### config.mk
export PLATFORM = sky130hd
export DESIGN_NAME = qvr_row
export DESIGN_NICKNAME = d
export VERILOG_FILES = /design/src/assert_macros.svh /design/src/qvr_pkg.sv /design/src/qvr_row.sv
export SDC_FILE = /design/constraint.sdc
export NUM_CORES = 2
export LEC_CHECK = 0
export ABC_AREA = 1
export BUFFER_PORTS_ARGS = -buffer_cell sky130_fd_sc_hd__buf_2
export CAP_MARGIN = 20
export CORE_UTILIZATION = 55
export DETAILED_ROUTE_END_ITERATION = 12
export PLACE_DENSITY_LB_ADDON = 0.15
export SLEW_MARGIN = 20
export SYNTH_ARGS = -nofsm -noshare
export SYNTH_HDL_FRONTEND = slang
export SYNTH_SLANG_ARGS = --single-unit
### constraint.sdc
create_clock -name clk -period 7.7 [get_ports clk]
set_input_delay 0.385 -clock clk [delete_from_list [all_inputs] [get_ports clk]]
set_output_delay 0.385 -clock clk [all_outputs]
set_load 0.005 [all_outputs]
### src/assert_macros.svh
// Assertion macros shared by the quaternion rotate RTL.
// Each macro expects clk and rst_n in scope at the point of use.
`ifndef ASSERT_MACROS_SVH
`define ASSERT_MACROS_SVH

// Same-cycle implication, disabled during reset.
`define QVR_ASSERT_IMPL(label, pre, post, msg) \
    label: assert property (@(posedge clk) disable iff (!rst_n) (pre) |-> (post)) \
        else $error(msg);

// Next-cycle implication, disabled during reset.
`define QVR_ASSERT_NEXT(label, pre, post, msg) \
    label: assert property (@(posedge clk) disable iff (!rst_n) (pre) |=> (post)) \
        else $error(msg);

`endif

### src/qvr_pkg.sv
// Package for the quaternion vector rotate block: pipeline control types.
// No dependencies; used by qvr_row and the top level.
package qvr_pkg;

    // Register stages inside one matrix-row unit
    localparam int ROW_STAGES = 3;

    // Control from the top-level valid chain to each row unit
    typedef struct packed {
        logic                  advance;  // whole pipeline moves this cycle
        logic [ROW_STAGES-1:0] load;     // valid word entering each row stage
    } row_ctrl_t;

endpackage

### src/qvr_row.sv
// One rotation-matrix row times the vector: multiply, sum with rounding, saturate.
// Depends on qvr_pkg (row_ctrl_t, ROW_STAGES).
module qvr_row #(
    parameter int ENTRY_W    = 33,
    parameter int VEC_WIDTH  = 16,
    parameter int FRAC_SHIFT = 29
) (
    input  logic                        clk,
    input  logic                        rst_n,
    input  qvr_pkg::row_ctrl_t          ctrl,
    input  logic signed [ENTRY_W-1:0]   coef0,
    input  logic signed [ENTRY_W-1:0]   coef1,
    input  logic signed [ENTRY_W-1:0]   coef2,
    input  logic signed [VEC_WIDTH-1:0] vec0,
    input  logic signed [VEC_WIDTH-1:0] vec1,
    input  logic signed [VEC_WIDTH-1:0] vec2,
    output logic signed [VEC_WIDTH-1:0] rot,
    output logic                        clip
);
    import qvr_pkg::*;

    localparam int PROD_W = ENTRY_W + VEC_WIDTH;
    localparam int SUM_W  = PROD_W + 2;
    localparam int RES_W  = SUM_W - FRAC_SHIFT;

    localparam logic signed [SUM_W-1:0] HALF =
        {{(SUM_W - FRAC_SHIFT){1'b0}}, 1'b1, {(FRAC_SHIFT - 1){1'b0}}};
    localparam logic signed [RES_W-1:0] SAT_MAX =
        {{(RES_W - VEC_WIDTH + 1){1'b0}}, {(VEC_WIDTH - 1){1'b1}}};
    localparam logic signed [RES_W-1:0] SAT_MIN =
        {{(RES_W - VEC_WIDTH + 1){1'b1}}, {(VEC_WIDTH - 1){1'b0}}};

    logic signed [PROD_W-1:0]    prod0_reg, prod1_reg, prod2_reg;
    logic signed [PROD_W-1:0]    prod0_next, prod1_next, prod2_next;
    logic signed [SUM_W-1:0]     sum_reg, sum_next;
    logic signed [RES_W-1:0]     shifted;
    logic signed [VEC_WIDTH-1:0] rot_reg, rot_next;
    logic                        clip_reg, clip_next;

    // Stage A: three products of matrix entry and vector component
    assign prod0_next = PROD_W'(coef0) * PROD_W'(vec0);
    assign prod1_next = PROD_W'(coef1) * PROD_W'(vec1);
    assign prod2_next = PROD_W'(coef2) * PROD_W'(vec2);

    // Stage B: dot product plus rounding half
    assign sum_next = SUM_W'(prod0_reg) + SUM_W'(prod1_reg) + SUM_W'(prod2_reg) + HALF;

    // Stage C: drop fraction bits, clamp to output range
    assign shifted = RES_W'(sum_reg >>> FRAC_SHIFT);

    always_comb
    begin
        priority if (shifted > SAT_MAX)
        begin
            rot_next  = SAT_MAX[VEC_WIDTH-1:0];
            clip_next = 1'b1;
        end
        else if (shifted < SAT_MIN)
        begin
            rot_next  = SAT_MIN[VEC_WIDTH-1:0];
            clip_next = 1'b1;
        end
        else
        begin
            rot_next  = shifted[VEC_WIDTH-1:0];
            clip_next = 1'b0;
        end
    end

    // Data registers load only when a valid word enters the stage
    always_ff @(posedge clk)
    begin
        if (ctrl.advance && ctrl.load[0])
        begin
            prod0_reg <= prod0_next;
            prod1_reg <= prod1_next;
            prod2_reg <= prod2_next;
        end
        if (ctrl.advance && ctrl.load[1])
        begin
            sum_reg <= sum_next;
        end
        if (ctrl.advance && ctrl.load[ROW_STAGES-1])
        begin
            rot_reg <= rot_next;
        end
    end

    // Clip flag is reset so the output flag is clean after reset
    always_ff @(posedge clk or negedge rst_n)
    begin
        if (!rst_n)
        begin
            clip_reg <= 1'b0;
        end
        else if (ctrl.advance && ctrl.load[ROW_STAGES-1])
        begin
            clip_reg <= clip_next;
        end
    end

    assign rot  = rot_reg;
    assign clip = clip_reg;

endmodule

==> impl_summary.md <==
Route
The routed layout has ~55000 vias. The overall routed net length is 189000 microns. The starting DRC count in detailed routing is approximately 4200.

Once detail routing completed, the nets flagged for antenna violations numbered 0. In the final routed layout, each cell accounts on average for 17.9 microns. The first detailed-routing pass took 7 iterations. For this run, design rule violations remaining after detail routing come to 0. After detailed routing, the number of vias per cell comes to 5.20.

Timing
Headroom to the max-slew limit came out at about a third. Adding up every negative setup slack in the final design gives 0 ps. Timing would allow up to 158 MHz. The clock arrives with 12.8 ps of skew. The time the worst path needs with I/O delays and setup is ~6300 ps. Setup repair after global routing left no endpoint under its margin. For the pin with the worst max-slew slack, the measured transition is 994 ps.

The final critical path takes up 82.4% of the cycle. The number of pins with negative max-slew slack in the final report came to 0. Setup violations remaining at the end of the flow were counted as 0. The final-report hold violation count is 0.

Placement
The total of buffers placed on input and output ports is 169. After legalization and detailed placement, the total HPWL measured 164000 microns. At the end of routability-driven placement, the weighted congestion stood at 0.951.

Final layout
The post-route netlist has 3.85% of its cells at a drive strength greater than 1. Leaving out fill and tap cells, the most frequent cells in the layout are 2740 x sky130_fd_sc_hd__inv_1, 2461 x sky130_fd_sc_hd__nand2_1, 1548 x sky130_fd_sc_hd__fa_1. The final layout net count is around 11000.

Compared with the post-synthesis result, the final layout area differs by 3.11%. The most common library cell in the layout ignoring fill and taps is sky130_fd_sc_hd__inv_1. The filler cells instantiated in the layout total 11900.

Job
Across the run, the number of max-cap violations was 0.

Worst setup path
In this run the worst path has a maximum fanout of 33. For the worst setup path, the data arrival time is 6510 ps. The element type at the critical path start is a primary input. The required time at the endpoint of the critical path is around 7900 ps. The critical path is of the primary input to flop type. The worst setup path is captured at a flop.

Synthesis
In this run, distinct cell masters in the synthesized netlist total between 40 and 50. Sorting the synthesized cells by area gives the leading types as sky130_fd_sc_hd__fa_1 44%, sky130_fd_sc_hd__inv_1 15%, sky130_fd_sc_hd__nand2_1 13%. The largest total area in the synthesized netlist belongs to sky130_fd_sc_hd__fa_1. When the netlist entered floorplanning its net count stood at ~11000.

The sequential cell area fraction in the yosys report is 7.95%. The mean instance size in the synthesized netlist is 7.73 sq um. The area share of the leading cell type in the synthesized netlist is between 40 and 50%.

The count of yosys warnings during synthesis is 0. The post-synthesis cell count is 9085. The cell area that synthesis handed to floorplanning was 0.0702 sq mm. The synthesized design contains 186 register bits.

Global route
For met3 alone, demand over resource in global routing was 3.11%. The first global-routing pass estimated slightly above 300000 microns of wire. For this run the aggregate overflow at the end of global routing stands at 0. The pin count of the biggest net entering global routing is 77. Global routing consumed, on the met1 layer, 43.5% of the routing resources. The total global-route track usage is roughly 30%. The global-route layer with the greatest usage is met2.

The number of global-route vias before repair is 58400. Global routing used 51.0% of the available met2 tracks. The number of antenna violations at the first check in global routing is 0.

Clock network
TritonCTS built the clock tree. The buffer levels on the longest clock path is 2. The count of H-tree levels built during CTS is 4. The number of buffers created by CTS is 17. The clock reaches the later pin of the worst-skew pair after around 460 ps.

After clock tree synthesis, the repair step resized 0 gates. The number of setup buffers added after CTS is 0. The clock sink total is 186. The clock-pin slew on the worst setup and hold paths is 80 ps. The root cell of the clock tree is sky130_fd_sc_hd__clkbuf_16.

Floorplan
The effective utilization at floorplan is 55.7%. The horizontal extent of the die is 359 microns. The overall die area is 0.129 sq mm.

The floorplan has between 100 and 150 rows. The die extent in y is 359 microns. After floorplanning, the core was sized to cover 0.126 sq mm. The total I/O pin count is 170.

Run status
The run finished with clean final reports.

Hold path
The path class of the tightest hold or removal check is primary input to async pin.
[cells by family after synthesis]
kind of cell    after synthesis  synth area share, %
simple gates               3232                 18.5
fa+ha+maj                  1992                 52.0
xor+xnor                    115                 1.43
compound gates              441                 3.39
buf+inv                    3119                 16.7
flops                       186                 7.95
[final timing paths]
check                                     end           from  cells after the start  slack [ps]
min in group clk                 prod1_reg[0]       coef1[0]                      3         480
worst min register to register         rot[7]    sum_reg[36]                      2         510
worst max register to register    sum_reg[32]  prod0_reg[27]                      9        4230
worst min-delay path                     clip          rst_n                      2         220
worst max-delay path            prod0_reg[45]        vec0[4]                     21        1350
max in group asynchronous                clip          rst_n                      2        7400
[metrics by stage]
| step | hold slack, ps | setup slack [ps] | instances | utilization [%] | area [sq um] |
|---|---|---|---|---|---|
| CTS | 202 | 1310 | 10600 | 57.4 | 72400 |
| global placement | 159 | 910 | 10500 | 57.0 | 71800 |
| global route | 222 | 1050 | 10600 | 57.4 | 72400 |
| finish | 221 | 1350 | 10600 | 57.4 | 72400 |
| floorplan | 89.4 | 1900 | 9085 | - | 70200 |
| detailed placement | 164 | 886 | 10500 | 57.0 | 71800 |
[layer usage]
metal,up-vias,part of all wire (%)
met3,225,6.5
met1,27600,44
met5,-,0
li1,25300,-
met4,0,2.0
met2,1855,48
[critical path: stages]
cell	delay, ps
sky130_fd_sc_hd__buf_2	570
sky130_fd_sc_hd__nand2_1	290
sky130_fd_sc_hd__fa_1	600
sky130_fd_sc_hd__inv_1	70
sky130_fd_sc_hd__fa_1	620
sky130_fd_sc_hd__inv_1	200
sky130_fd_sc_hd__fa_1	460
sky130_fd_sc_hd__fa_1	540
sky130_fd_sc_hd__inv_1	50
sky130_fd_sc_hd__fa_1	550
sky130_fd_sc_hd__fa_1	420
sky130_fd_sc_hd__ha_1	470
sky130_fd_sc_hd__nand2_1	160
sky130_fd_sc_hd__nor2_1	170
sky130_fd_sc_hd__inv_1	70
sky130_fd_sc_hd__nor2_1	160
sky130_fd_sc_hd__nand3_1	150
sky130_fd_sc_hd__nor3_1	170
sky130_fd_sc_hd__nand2_1	130
sky130_fd_sc_hd__nand4_1	120
sky130_fd_sc_hd__nand2_1	140
[Yosys cell counts (all sizes together)]
master,n
a21boi,3
a21o,10
a21oi,253
a31o,1
a31oi,3
and2,3
and3,2
buf,2
clkbuf,370
clkinv,1
dfrtp,1
edfxtp,185
fa,1548
ha,444
inv,2746
nand2,2492
nand3,186
nand3b,4
nand4,66
nor2,423
nor3,34
nor4,4
o211ai,2
o21a,6
o21ai,142
o21bai,21
or2,18
xnor2,44
xor2,71
[cell type report]
cell class,instances,area [sq um],area share (%)
Multi-Input combinational cell,5780,52900,73.1
Inverter,2747,10300,14.2
Sequential cell,186,5580,7.71
Tap cell,1650,2060,2.85
Timing Repair Buffer,183,953,1.32
Clock buffer,18,429,0.593
Clock inverter,14,129,0.178
Antenna cell,1,2.50,0.00346
[what timing repair did]
item                                    CTS  global route
endpoints found under the hold margin     1             0
endpoints found under the setup margin    0             0
hold buffers                              1             0
Power is not shown: default switching activity piles up to over one toggle a cycle in this logic, so the estimate is an artifact.
